`src/mtas_pkg.sv`:
```
// Package for the markup-to-ANSI stream unit: types, character codes, lookups, microcode.
package mtas_pkg;

	// character codes
	localparam logic [7:0] CH_ESC       = 8'h1B;
	localparam logic [7:0] CH_LBRACKET  = 8'h5B;
	localparam logic [7:0] CH_M         = 8'h6D;
	localparam logic [7:0] CH_ZERO      = 8'h30;
	localparam logic [7:0] CH_BACKSLASH = 8'h5C;
	localparam logic [7:0] CH_CARET     = 8'h5E;
	localparam logic [7:0] CH_PIPE      = 8'h7C;
	localparam logic [7:0] NON_ASCII_MIN = 8'h80;

	// pending color mark
	typedef enum logic [1:0] {
		PEND_NONE = 2'd0,
		PEND_FG   = 2'd1,
		PEND_BG   = 2'd2
	} pend_t;

	// SGR code held as decimal digits: hundreds (0 or 1), tens, ones
	typedef struct packed {
		logic       h;
		logic [3:0] t;
		logic [3:0] o;
	} code_t;

	typedef struct packed {
		logic       hit;
		logic [2:0] idx;
	} style_hit_t;

	typedef struct packed {
		logic  hit;
		code_t fg;
	} color_hit_t;

	// one accepted byte, ready for the sequencer: up to three segments
	// segment A: code, segment B: code or character, segment C: code
	typedef struct packed {
		code_t      code_a;
		code_t      code_b;
		logic [7:0] char_b;
		logic       b_is_char;
		logic       b_bad;
		code_t      code_c;
		logic [2:0] mask;
		logic       last;
	} job_t;

	// microcode
	typedef logic [3:0] step_t;

	localparam step_t STEP_IDLE  = 4'd0;
	localparam step_t STEP_SEL   = 4'd1;
	localparam step_t STEP_ESC   = 4'd2;
	localparam step_t STEP_LB    = 4'd3;
	localparam step_t STEP_HCHK  = 4'd4;
	localparam step_t STEP_HUND  = 4'd5;
	localparam step_t STEP_TENS  = 4'd6;
	localparam step_t STEP_ONES  = 4'd7;
	localparam step_t STEP_FIN   = 4'd8;
	localparam step_t STEP_CHAR  = 4'd9;

	typedef enum logic [2:0] {
		SRC_NONE,
		SRC_ESC,
		SRC_LB,
		SRC_HUND,
		SRC_TENS,
		SRC_ONES,
		SRC_FIN,
		SRC_CHAR
	} src_t;

	typedef enum logic [2:0] {
		C_ALWAYS,
		C_START,
		C_CHAR,
		C_LT10,
		C_LT100,
		C_MORE
	} cond_t;

	typedef struct packed {
		src_t  src;
		cond_t cond;
		step_t target;
		step_t alt;
		logic  retire;
	} ctrl_word_t;

	// datapath status seen by the sequencer
	typedef struct packed {
		logic go;
		logic start;
		logic cur_char;
		logic lt10;
		logic lt100;
		logic more;
		logic any_slot;
	} seq_status_t;

	function automatic code_t mk_code(input logic h, input logic [3:0] t, input logic [3:0] o);
		code_t c;
		c.h = h;
		c.t = t;
		c.o = o;
		return c;
	endfunction

	// control store: next = cond ? target : alt
	function automatic ctrl_word_t ucode(input step_t pc);
		ctrl_word_t w;
		case (pc)
			STEP_IDLE: w = '{SRC_NONE, C_START,  STEP_SEL,  STEP_IDLE, 1'b0};
			STEP_SEL:  w = '{SRC_NONE, C_CHAR,   STEP_CHAR, STEP_ESC,  1'b0};
			STEP_ESC:  w = '{SRC_ESC,  C_ALWAYS, STEP_LB,   STEP_LB,   1'b0};
			STEP_LB:   w = '{SRC_LB,   C_LT10,   STEP_ONES, STEP_HCHK, 1'b0};
			STEP_HCHK: w = '{SRC_NONE, C_LT100,  STEP_TENS, STEP_HUND, 1'b0};
			STEP_HUND: w = '{SRC_HUND, C_ALWAYS, STEP_TENS, STEP_TENS, 1'b0};
			STEP_TENS: w = '{SRC_TENS, C_ALWAYS, STEP_ONES, STEP_ONES, 1'b0};
			STEP_ONES: w = '{SRC_ONES, C_ALWAYS, STEP_FIN,  STEP_FIN,  1'b0};
			STEP_FIN:  w = '{SRC_FIN,  C_MORE,   STEP_SEL,  STEP_IDLE, 1'b1};
			STEP_CHAR: w = '{SRC_CHAR, C_MORE,   STEP_SEL,  STEP_IDLE, 1'b1};
			default:   w = '{SRC_NONE, C_ALWAYS, STEP_IDLE, STEP_IDLE, 1'b0};
		endcase
		return w;
	endfunction

	// style marks: # ~ * _ @ $ ` %
	function automatic style_hit_t style_lookup(input logic [7:0] c);
		style_hit_t s;
		s.hit = 1'b1;
		case (c)
			8'h23:   s.idx = 3'd0;
			8'h7E:   s.idx = 3'd1;
			8'h2A:   s.idx = 3'd2;
			8'h5F:   s.idx = 3'd3;
			8'h40:   s.idx = 3'd4;
			8'h24:   s.idx = 3'd5;
			8'h60:   s.idx = 3'd6;
			8'h25:   s.idx = 3'd7;
			default: begin
				s.hit = 1'b0;
				s.idx = 3'd0;
			end
		endcase
		return s;
	endfunction

	function automatic code_t style_code(input logic [2:0] idx, input logic on);
		code_t c;
		case (idx)
			3'd0:    c = on ? mk_code(1'b0, 4'd0, 4'd1) : mk_code(1'b0, 4'd2, 4'd2);
			3'd1:    c = on ? mk_code(1'b0, 4'd0, 4'd2) : mk_code(1'b0, 4'd2, 4'd2);
			3'd2:    c = on ? mk_code(1'b0, 4'd0, 4'd3) : mk_code(1'b0, 4'd2, 4'd3);
			3'd3:    c = on ? mk_code(1'b0, 4'd0, 4'd4) : mk_code(1'b0, 4'd2, 4'd4);
			3'd4:    c = on ? mk_code(1'b0, 4'd0, 4'd5) : mk_code(1'b0, 4'd2, 4'd5);
			3'd5:    c = on ? mk_code(1'b0, 4'd0, 4'd7) : mk_code(1'b0, 4'd2, 4'd7);
			3'd6:    c = on ? mk_code(1'b0, 4'd0, 4'd8) : mk_code(1'b0, 4'd2, 4'd8);
			default: c = on ? mk_code(1'b0, 4'd0, 4'd9) : mk_code(1'b0, 4'd2, 4'd9);
		endcase
		return c;
	endfunction

	// color letters, foreground code
	function automatic color_hit_t color_lookup(input logic [7:0] c);
		color_hit_t r;
		r.hit = 1'b1;
		case (c)
			8'h6C:   r.fg = mk_code(1'b0, 4'd3, 4'd0);
			8'h72:   r.fg = mk_code(1'b0, 4'd3, 4'd1);
			8'h67:   r.fg = mk_code(1'b0, 4'd3, 4'd2);
			8'h79:   r.fg = mk_code(1'b0, 4'd3, 4'd3);
			8'h62:   r.fg = mk_code(1'b0, 4'd3, 4'd4);
			8'h6D:   r.fg = mk_code(1'b0, 4'd3, 4'd5);
			8'h63:   r.fg = mk_code(1'b0, 4'd3, 4'd6);
			8'h4C:   r.fg = mk_code(1'b0, 4'd9, 4'd7);
			8'h52:   r.fg = mk_code(1'b0, 4'd9, 4'd1);
			8'h47:   r.fg = mk_code(1'b0, 4'd9, 4'd2);
			8'h59:   r.fg = mk_code(1'b0, 4'd9, 4'd3);
			8'h42:   r.fg = mk_code(1'b0, 4'd9, 4'd4);
			8'h4D:   r.fg = mk_code(1'b0, 4'd9, 4'd5);
			8'h43:   r.fg = mk_code(1'b0, 4'd9, 4'd6);
			default: begin
				r.hit = 1'b0;
				r.fg  = mk_code(1'b0, 4'd0, 4'd0);
			end
		endcase
		return r;
	endfunction

	// background code is foreground plus ten, in decimal digits
	function automatic code_t bg_of(input code_t fg);
		code_t c;
		c = fg;
		if (fg.t == 4'd9) begin
			c.h = 1'b1;
			c.t = 4'd0;
		end else begin
			c.t = fg.t + 4'd1;
		end
		return c;
	endfunction

	function automatic code_t reset_code(input pend_t p);
		code_t c;
		case (p)
			PEND_FG: c = mk_code(1'b0, 4'd3, 4'd9);
			default: c = mk_code(1'b0, 4'd4, 4'd9);
		endcase
		return c;
	endfunction

endpackage

```
`src/mtas_if.sv`:
```
// Stream interfaces: markup bytes in, ANSI text bytes out.
interface mtas_in_if;
	logic       valid;
	logic       ready;
	logic [7:0] ch;
	logic       last_char;

	modport source (output valid, ch, last_char, input ready);
	modport sink (input valid, ch, last_char, output ready);
endinterface

interface mtas_out_if;
	logic       valid;
	logic       ready;
	logic [7:0] out_byte;
	logic       run_end;
	logic       text_end;
	logic       bad_byte;

	modport source (output valid, out_byte, run_end, text_end, bad_byte, input ready);
	modport sink (input valid, out_byte, run_end, text_end, bad_byte, output ready);
endinterface

```
`src/mtas_decode.sv`:
```
// Input byte decoder: markup state, format register and segment plan per byte.
module mtas_decode (
	input  logic              clk,
	input  logic              arst_n,
	input  logic              cfg_we,
	input  logic              cfg_wdata,
	input  logic              take,
	input  logic [7:0]        ch,
	input  logic              last_char,
	output mtas_pkg::job_t    job
);
	import mtas_pkg::*;

	logic [7:0] flags_q, flags_d;
	pend_t      pend_q, pend_d;
	logic       lit_q, lit_d;
	logic       fmt_q;

	logic       a_en, b_en, c_en, run_plain;
	logic [7:0] mark;
	style_hit_t sty;
	color_hit_t col;

	// plan the output segments and the next markup state
	always_comb begin
		sty       = style_lookup(ch);
		col       = color_lookup(ch);
		mark      = (pend_q == PEND_FG) ? CH_CARET : CH_PIPE;
		flags_d   = flags_q;
		pend_d    = pend_q;
		lit_d     = lit_q;
		a_en      = 1'b0;
		b_en      = 1'b0;
		c_en      = 1'b0;
		run_plain = 1'b0;
		job       = '0;
		job.char_b = ch;
		job.last   = last_char;

		if (ch >= NON_ASCII_MIN) begin
			// flagged byte, state untouched
			b_en          = 1'b1;
			job.b_is_char = 1'b1;
			job.char_b    = 8'h00;
			job.b_bad     = 1'b1;
		end else if (lit_q) begin
			lit_d         = 1'b0;
			b_en          = 1'b1;
			job.b_is_char = 1'b1;
		end else begin
			run_plain = 1'b1;
			if (pend_q != PEND_NONE) begin
				if (ch == mark) begin
					run_plain = 1'b0;
				end else if (col.hit) begin
					a_en       = fmt_q;
					job.code_a = (pend_q == PEND_FG) ? col.fg : bg_of(col.fg);
					pend_d     = PEND_NONE;
					run_plain  = 1'b0;
				end else begin
					a_en       = fmt_q;
					job.code_a = reset_code(pend_q);
					pend_d     = PEND_NONE;
				end
			end
			if (run_plain) begin
				if (ch == CH_BACKSLASH) begin
					lit_d = 1'b1;
				end else if (ch == CH_CARET) begin
					pend_d = PEND_FG;
				end else if (ch == CH_PIPE) begin
					pend_d = PEND_BG;
				end else if (sty.hit) begin
					flags_d[sty.idx] = ~flags_q[sty.idx];
					b_en             = fmt_q;
					job.code_b       = style_code(sty.idx, ~flags_q[sty.idx]);
				end else begin
					b_en          = 1'b1;
					job.b_is_char = 1'b1;
				end
			end
		end

		// text end flushes a pending mark
		if (last_char) begin
			c_en       = fmt_q && (pend_d != PEND_NONE);
			job.code_c = reset_code(pend_d);
		end
		job.mask = {c_en, b_en, a_en};
	end

	// markup state, cleared at text end
	always_ff @(posedge clk or negedge arst_n) begin
		if (!arst_n) begin
			flags_q <= '0;
			pend_q  <= PEND_NONE;
			lit_q   <= 1'b0;
		end else if (take) begin
			if (last_char) begin
				flags_q <= '0;
				pend_q  <= PEND_NONE;
				lit_q   <= 1'b0;
			end else begin
				flags_q <= flags_d;
				pend_q  <= pend_d;
				lit_q   <= lit_d;
			end
		end
	end

	// format enable register
	always_ff @(posedge clk or negedge arst_n) begin
		if (!arst_n) begin
			fmt_q <= 1'b1;
		end else if (cfg_we) begin
			fmt_q <= cfg_wdata;
		end
	end

endmodule

```
`src/mtas_sequencer.sv`:
```
// Microcode sequencer: step counter, control store and jump logic.
module mtas_sequencer (
	input  logic                  clk,
	input  logic                  arst_n,
	input  mtas_pkg::seq_status_t st,
	output mtas_pkg::ctrl_word_t  word,
	output logic                  idle
);
	import mtas_pkg::*;

	step_t pc_q, pc_d;
	logic  cond_hit;

	// condition select and next step
	always_comb begin
		word = ucode(pc_q);
		case (word.cond)
			C_ALWAYS: cond_hit = 1'b1;
			C_START:  cond_hit = st.start;
			C_CHAR:   cond_hit = st.cur_char;
			C_LT10:   cond_hit = st.lt10;
			C_LT100:  cond_hit = st.lt100;
			C_MORE:   cond_hit = st.more;
			default:  cond_hit = 1'b0;
		endcase
		if (st.go) begin
			pc_d = cond_hit ? word.target : word.alt;
		end else begin
			pc_d = pc_q;
		end
	end

	always_ff @(posedge clk or negedge arst_n) begin
		if (!arst_n) begin
			pc_q <= STEP_IDLE;
		end else begin
			pc_q <= pc_d;
		end
	end

	assign idle = (pc_q == STEP_IDLE);

endmodule

```
`src/mtas_datapath.sv`:
```
// Datapath: segment registers, digit and byte select, output register.
module mtas_datapath (
	input  logic                  clk,
	input  logic                  arst_n,
	input  logic                  load,
	input  mtas_pkg::job_t        job,
	input  mtas_pkg::ctrl_word_t  word,
	output mtas_pkg::seq_status_t st,
	output logic                  out_valid,
	input  logic                  out_ready,
	output logic [7:0]            out_byte,
	output logic                  run_end,
	output logic                  text_end,
	output logic                  bad_byte
);
	import mtas_pkg::*;

	job_t       job_q;
	logic [2:0] mask_q, mask_rest;
	code_t      cur;
	logic       emit, go, is_b;
	logic [7:0] byte_sel;
	logic       fin_sel;

	logic       valid_q;
	logic [7:0] byte_q;
	logic       run_end_q, text_end_q, bad_q;

	// current segment is the lowest one still set
	always_comb begin
		mask_rest = mask_q & (mask_q - 3'd1);
		is_b      = !mask_q[0] && mask_q[1];
		if (mask_q[0]) begin
			cur = job_q.code_a;
		end else if (mask_q[1]) begin
			cur = job_q.code_b;
		end else begin
			cur = job_q.code_c;
		end
	end

	// byte select for the step
	always_comb begin
		case (word.src)
			SRC_ESC:  byte_sel = CH_ESC;
			SRC_LB:   byte_sel = CH_LBRACKET;
			SRC_HUND: byte_sel = CH_ZERO + {7'd0, cur.h};
			SRC_TENS: byte_sel = CH_ZERO + {4'd0, cur.t};
			SRC_ONES: byte_sel = CH_ZERO + {4'd0, cur.o};
			SRC_FIN:  byte_sel = CH_M;
			SRC_CHAR: byte_sel = job_q.char_b;
			default:  byte_sel = 8'h00;
		endcase
		emit    = (word.src != SRC_NONE);
		fin_sel = (word.src == SRC_FIN) || (word.src == SRC_CHAR);
		go      = !emit || !valid_q || out_ready;
	end

	always_comb begin
		st.go       = go;
		st.start    = load && (job.mask != 3'd0);
		st.cur_char = is_b && job_q.b_is_char;
		st.lt10     = !cur.h && (cur.t == 4'd0);
		st.lt100    = !cur.h;
		st.more     = (mask_rest != 3'd0);
		st.any_slot = (mask_q != 3'd0);
	end

	// segment registers
	always_ff @(posedge clk) begin
		if (load) begin
			job_q <= job;
		end
	end

	always_ff @(posedge clk or negedge arst_n) begin
		if (!arst_n) begin
			mask_q <= '0;
		end else if (load) begin
			mask_q <= job.mask;
		end else if (go && word.retire) begin
			mask_q <= mask_rest;
		end
	end

	// output register
	always_ff @(posedge clk or negedge arst_n) begin
		if (!arst_n) begin
			valid_q <= 1'b0;
		end else if (emit && go) begin
			valid_q <= 1'b1;
		end else if (out_ready) begin
			valid_q <= 1'b0;
		end
	end

	always_ff @(posedge clk) begin
		if (emit && go) begin
			byte_q     <= byte_sel;
			run_end_q  <= fin_sel && (mask_rest == 3'd0);
			text_end_q <= fin_sel && (mask_rest == 3'd0) && job_q.last;
			bad_q      <= (word.src == SRC_CHAR) && job_q.b_bad;
		end
	end

	assign out_valid = valid_q;
	assign out_byte  = byte_q;
	assign run_end   = run_end_q;
	assign text_end  = text_end_q;
	assign bad_byte  = bad_q;

endmodule

```
`src/markup_to_ansi_stream_unit.sv`:
```
// Top level of the markup-to-ANSI stream unit.
//
// markup carries one text byte per beat (ch, last_char); ansi carries one output
// byte per beat with run_end, text_end and bad_byte. Both use valid/ready.
// cfg_we/cfg_wdata write format_enable (reset 1); write only while idle.
// An accepted byte is split into up to three segments (color code, character
// or style code, flush code). A microcoded step counter walks each segment,
// one step per cycle while the output is not stalled, one output byte per
// emitting step. Each segment takes a select step, then a character step or
// ESC, [, a digit check for codes of two digits or more, the digits the code
// needs, and m. A byte with no segments leaves the step counter idle. The
// first output beat of a byte is registered from its first emitting step.
// markup.ready is high only while the step counter is idle; the last output
// byte may still sit in the output register then.
// When ansi.ready is low and the output register is full, the step counter
// holds on its emitting step; the output register keeps its beat until taken.
// Reset clears the markup state, step counter and output valid, and sets
// format_enable to 1.
module markup_to_ansi_stream_unit (
	input  logic        clk,
	input  logic        arst_n,
	input  logic        cfg_we,
	input  logic        cfg_wdata,
	mtas_in_if.sink     markup,
	mtas_out_if.source  ansi
);
	import mtas_pkg::*;

	job_t        job;
	ctrl_word_t  word;
	seq_status_t st;
	logic        idle;
	logic        take;

	assign markup.ready = idle;
	assign take         = markup.valid && idle;

	mtas_decode u_decode (
		.clk       (clk),
		.arst_n    (arst_n),
		.cfg_we    (cfg_we),
		.cfg_wdata (cfg_wdata),
		.take      (take),
		.ch        (markup.ch),
		.last_char (markup.last_char),
		.job       (job)
	);

	mtas_sequencer u_seq (
		.clk    (clk),
		.arst_n (arst_n),
		.st     (st),
		.word   (word),
		.idle   (idle)
	);

	mtas_datapath u_dp (
		.clk       (clk),
		.arst_n    (arst_n),
		.load      (take),
		.job       (job),
		.word      (word),
		.st        (st),
		.out_valid (ansi.valid),
		.out_ready (ansi.ready),
		.out_byte  (ansi.out_byte),
		.run_end   (ansi.run_end),
		.text_end  (ansi.text_end),
		.bad_byte  (ansi.bad_byte)
	);

`ifndef SYNTHESIS
	a_text_end_ends_run: assert property (@(posedge clk) disable iff (!arst_n)
		ansi.valid && ansi.text_end |-> ansi.run_end)
		else $error("text_end without run_end");

	a_bad_is_zero: assert property (@(posedge clk) disable iff (!arst_n)
		ansi.valid && ansi.bad_byte |-> ansi.out_byte == 8'h00)
		else $error("flagged beat carries data");

	a_idle_no_segments: assert property (@(posedge clk) disable iff (!arst_n)
		idle |-> !st.any_slot)
		else $error("segments left while sequencer idle");

	a_emit_needs_segment: assert property (@(posedge clk) disable iff (!arst_n)
		word.src != SRC_NONE |-> st.any_slot)
		else $error("emit step with no segment");
`endif

endmodule

```
`src/flat_wrapper.sv`:
```
// flat-port wrapper written by rule: the top's interface ports become plain ports
module markup_to_ansi_stream_unit_flat import mtas_pkg::*;
  (clk, arst_n, cfg_we, cfg_wdata, markup_valid, markup_ch, markup_last_char, markup_ready, ansi_valid, ansi_out_byte, ansi_run_end, ansi_text_end, ansi_bad_byte, ansi_ready);
  mtas_in_if markup_i ();
  mtas_out_if ansi_i ();
  input  logic clk;
  input  logic arst_n;
  input  logic cfg_we;
  input  logic cfg_wdata;
  input wire logic [$bits(markup_i.valid)-1:0] markup_valid;
  input wire logic [$bits(markup_i.ch)-1:0] markup_ch;
  input wire logic [$bits(markup_i.last_char)-1:0] markup_last_char;
  output wire logic [$bits(markup_i.ready)-1:0] markup_ready;
  output wire logic [$bits(ansi_i.valid)-1:0] ansi_valid;
  output wire logic [$bits(ansi_i.out_byte)-1:0] ansi_out_byte;
  output wire logic [$bits(ansi_i.run_end)-1:0] ansi_run_end;
  output wire logic [$bits(ansi_i.text_end)-1:0] ansi_text_end;
  output wire logic [$bits(ansi_i.bad_byte)-1:0] ansi_bad_byte;
  input wire logic [$bits(ansi_i.ready)-1:0] ansi_ready;
  assign markup_i.valid = markup_valid;
  assign markup_i.ch = markup_ch;
  assign markup_i.last_char = markup_last_char;
  assign markup_ready = markup_i.ready;
  assign ansi_valid = ansi_i.valid;
  assign ansi_out_byte = ansi_i.out_byte;
  assign ansi_run_end = ansi_i.run_end;
  assign ansi_text_end = ansi_i.text_end;
  assign ansi_bad_byte = ansi_i.bad_byte;
  assign ansi_i.ready = ansi_ready;
  markup_to_ansi_stream_unit u_core (.clk(clk), .arst_n(arst_n), .cfg_we(cfg_we), .cfg_wdata(cfg_wdata), .markup(markup_i), .ansi(ansi_i));
endmodule
```
`config.mk`:
```
export PLATFORM = sky130hd
export DESIGN_NAME = markup_to_ansi_stream_unit_flat
export DESIGN_NICKNAME = d
export VERILOG_FILES = /design/src/mtas_pkg.sv /design/src/mtas_if.sv /design/src/mtas_decode.sv /design/src/mtas_sequencer.sv /design/src/mtas_datapath.sv /design/src/markup_to_ansi_stream_unit.sv /design/src/flat_wrapper.sv
export SDC_FILE = /design/constraint.sdc
export NUM_CORES = 1
export LEC_CHECK = 0
export BUFFER_PORTS_ARGS = -buffer_cell sky130_fd_sc_hd__buf_2
export CORE_ASPECT_RATIO = 0.6
export CORE_MARGIN = 3
export CORE_UTILIZATION = 28
export DETAILED_ROUTE_END_ITERATION = 7
export HOLD_SLACK_MARGIN = 0.05
export PLACE_DENSITY_LB_ADDON = 0.3
export SLEW_MARGIN = 20
export SYNTH_ARGS = -nofsm -noshare
export SYNTH_HDL_FRONTEND = slang
export SYNTH_SLANG_ARGS = --single-unit
```
`constraint.sdc`:
```
create_clock -name clk -period 3.2 [get_ports clk]
set_input_delay 0.32 -clock clk [delete_from_list [all_inputs] [get_ports clk]]
set_output_delay 0.32 -clock clk [all_outputs]
set_load 0.02 [all_outputs]
```
==> flow_summary_export.csv <==
group,metric,value,unit
cts,clk_pin_slew_worst_paths,0.05,ns
synth,ys_seq_elements,59,
sta,slew_headroom,0.5633,
drt,drt_iter0_drc,315,
power_and_ir_drop,power.leakage,1.619,nW
synth,synth_top_cell_by_area,"edfxtp_1",
grt,antenna_found_initial,0,
sta,setup_viol,0,
drt,drt-total-wl,10260,um
floorplanning,die_h,93.74,um
job,cap_violations,0,
sta,fin_skew,0.005681,ns
drt,remaining_drc_errors,0,
sta,rsz0062_at_grt,"no",
drt,top_layer_used,"met4",
power_and_ir_drop,ir_drop,0.2423,mV
final_layout,fin_nets,437,
synth,synth_mux_area_frac,0.03344,
cts,cts_sinks,59,
sta,period_needed,2.910,ns
floorplanning,pin_count,28,
synth,syn_nets,401,
synth,synthSimpleGateAreaFrac,0.2403,
drt,postRouteAntennaNets,0,
drt,wl_met1,5354,um
synth,ys_types,70,
synth,ys_seq_area_frac,0.4657,
cts,clockRootBuffer,"clkbuf_16",
floorplanning,fp.dieW,152.2,um
final_layout,final_util,0.3463,
grt,track_usage,0.1484,
drt,first_pass_iters,5,
synth,synth_edf_count,39,
placement,routabilityCongestion,0.9060,
synth,syn_area,3592,um^2
final_layout,areaGrowthSynthToFinish,18.53,%
final_layout,drive_gt1_frac,0.1848,
cts,cts_buffers,9,
cts,htreeDepth,3,
grt,grt_overflow,0,
placement,dp.final_hpwl,7644,um
floorplanning,fp.coreArea,12300,um^2
synth,ys_top_cells_by_area,"edfxtp_1 (33%), dfrtp_1 (13%), nand2_1 (4.4%)",
grt,grt_pass1_wl,16280,um
drt,wl_met3,916,um
final_layout,diodes,0,
critical_path,cp.required,3.28,ns
critical_path,end_kind,"register",
grt,grt_pass1_vias,2828,
drt,wl_met2,3877,um
cts,cts_tree,"done",
final_layout,multi_input_area,1770,um^2
synth,synth_compound_area_frac,0.1933,
sta,maxSlewViolCount,0,
synth,synth_top_cell_area_share,0.3260,
synth,synthAdderAreaFrac,0.01742,
critical_path,startpoint_type,"primary input",
min_path,min_path_type,"in2reg",
critical_path,worstSetupPathType,"in2reg",
outcome,status,"finished, final reports clean",
drt,wire_per_inst,17.48,um
final_layout,layout_commonest_cell,"nand2_1",
cts,insertion_delay,0.33,ns
synth,synthArstFlopShare,0.3390,
final_layout,stdcell_area,4258,um^2
cts,cts_buffer_depth,2,
sta,hold_viol,0,
power_and_ir_drop,power_density,818.3,nW/um^2
synth,yosysWarnings,0,
placement,placed_cell_area,3988,um^2
critical_path,crit_arrival,2.99,ns
floorplanning,die_area,14270,um^2
synth,synth_flop_cell,"edfxtp_1",
final_layout,fill_cells,1274,
synth,synth_xor_area_frac,0.007315,
synth,syn_inst,381,
sta,worst_pin_slew,0.6459,ns
critical_path,crit_fanout,6,
synth,synth_top_family_by_area,"simple AND/OR/NAND/NOR gates",
floorplanning,num_rows,31,
floorplanning,start_util,0.2922,
drt,via_per_inst,5.278,
final_layout,seq_area,1673,um^2
grt,grt_max_degree,37,
sta,clock.fmax,343.6,MHz
drt,dr_total_vias,3098,
sta,finalCritPeriodShare,0.9095,
power_and_ir_drop,power.total,3.484,mW
final_layout,mostFrequentLayoutCells,"nand2_1 (42), edfxtp_1 (39), nor2_1 (31)",
synth,syn_avg_cell_area,9.428,um^2
cts,cts_resized,0,
placement,io_buffers,27,
[final cells by class]
class,count,share of cell area
Timing Repair Buffer,50,0.07288
Clock inverter,7,0.008228
Multi-Input combinational cell,287,0.4158
Tap cell,165,0.04849
Sequential cell,59,0.3929
Inverter,10,0.008816
Clock buffer,9,0.05289
[metal layers]
layer,GRT usage,vias to the layer above
li1,-,1492
met3,0.04464,9
met1,0.2399,1463
met4,0.04338,0
met2,0.1809,134
met5,0,-
[synth_stat cells, types with 3 or more instances]
cell type and count:
and2_1 4, nor3_1 14, a21oi_1 23, xor2_1 3, edfxtp_1 39, clkbuf_1 19
o31ai_1 5, ha_1 5, o21ai_0 25, nand3_1 14, mux2i_1 5, a22oi_1 6
nor2_1 31, nor2b_1 19, or4_1 5, nor4b_1 3, and3_1 7, or3_1 3
o41ai_1 5, dfrtp_1 19, nand2b_1 6, a211oi_1 3, inv_1 9, a31oi_1 4
a21o_1 3, nand2_1 42, nor2_2 3
[flip-flops by register name, indices dropped and copies added (netlist names)]
register,cells
u_core.u_decode.flags_q,8
u_core.u_decode.fmt_q,1
u_core.u_decode.lit_q,1
u_core.u_decode.pend_q,2
u_core.u_dp.bad_byte,1
u_core.u_dp.job_q,28
u_core.u_dp.mask_q,3
u_core.u_dp.out_byte,8
u_core.u_dp.out_valid,1
u_core.u_dp.run_end,1
u_core.u_dp.text_end,1
u_core.u_seq.pc_q,4
[worst paths after layout]
path | start | slack, ns | end | cells past startpoint
max | markup_ch[4] | 0.29 | u_core.u_dp.job_q[28] | 9
min | cfg_wdata | 0.23 | u_core.u_decode.fmt_q | 2
max reg2reg | u_core.u_seq.pc_q[0] | 0.34 | u_core.u_seq.pc_q[0] | 10
min reg2reg | u_core.u_decode.flags_q[7] | 0.50 | u_core.u_decode.flags_q[7] | 2
max in group asynchronous | arst_n | 2.36 | u_core.u_decode.fmt_q | 2
min in group asynchronous | arst_n | 0.49 | u_core.u_dp.out_valid | 2
[worst max-delay path, stage by stage]
cell and delay, ns:
buf_2 0.10, or4b_4 0.55, or3b_1 0.44, o32a_1 0.23, nor2_2 0.12, or3_1 0.28, mux4_2 0.63, mux2i_2 0.24
nor2_1 0.07
[cells by family (layout without fill, tap and decap cells)]
group	count (synthesis)	in the layout
xor+xnor	3	3
fa+ha+maj	5	5
flops	59	59
buf+inv	35	76
simple gates	166	166
mux	9	9
other cells	1	1
compound gates	103	103
[what timing repair did]
item / 4_1_cts / 5_1_grt
setup buffers: 0 / 0
hold buffers: 1 / 0
hold endpoints to repair: 19 / 0
[power breakdown]
part	internal (mW)	total [mW]	leakage, nW	switching [mW]
registers	1.09	1.23	0.602	0.146
logic	0.533	1.40	0.887	0.872
clock network	0.511	0.845	0.130	0.334
total	2.13	3.48	1.62	1.35
[per-stage QoR]
step                std cells  hold slack [ns]  setup TNS [ns]  setup slack [ns]
finish                    587           0.2273               0            0.2895
global route              587           0.2263               0           0.08319
detailed placement        570           0.3129        -0.01654          -0.01654
CTS                       587           0.2171               0            0.3294
floorplan                 381          0.02441               0            0.2593
global placement          570           0.3223               0           0.07638
No activity file was read; power rests on OpenSTA's default activity.
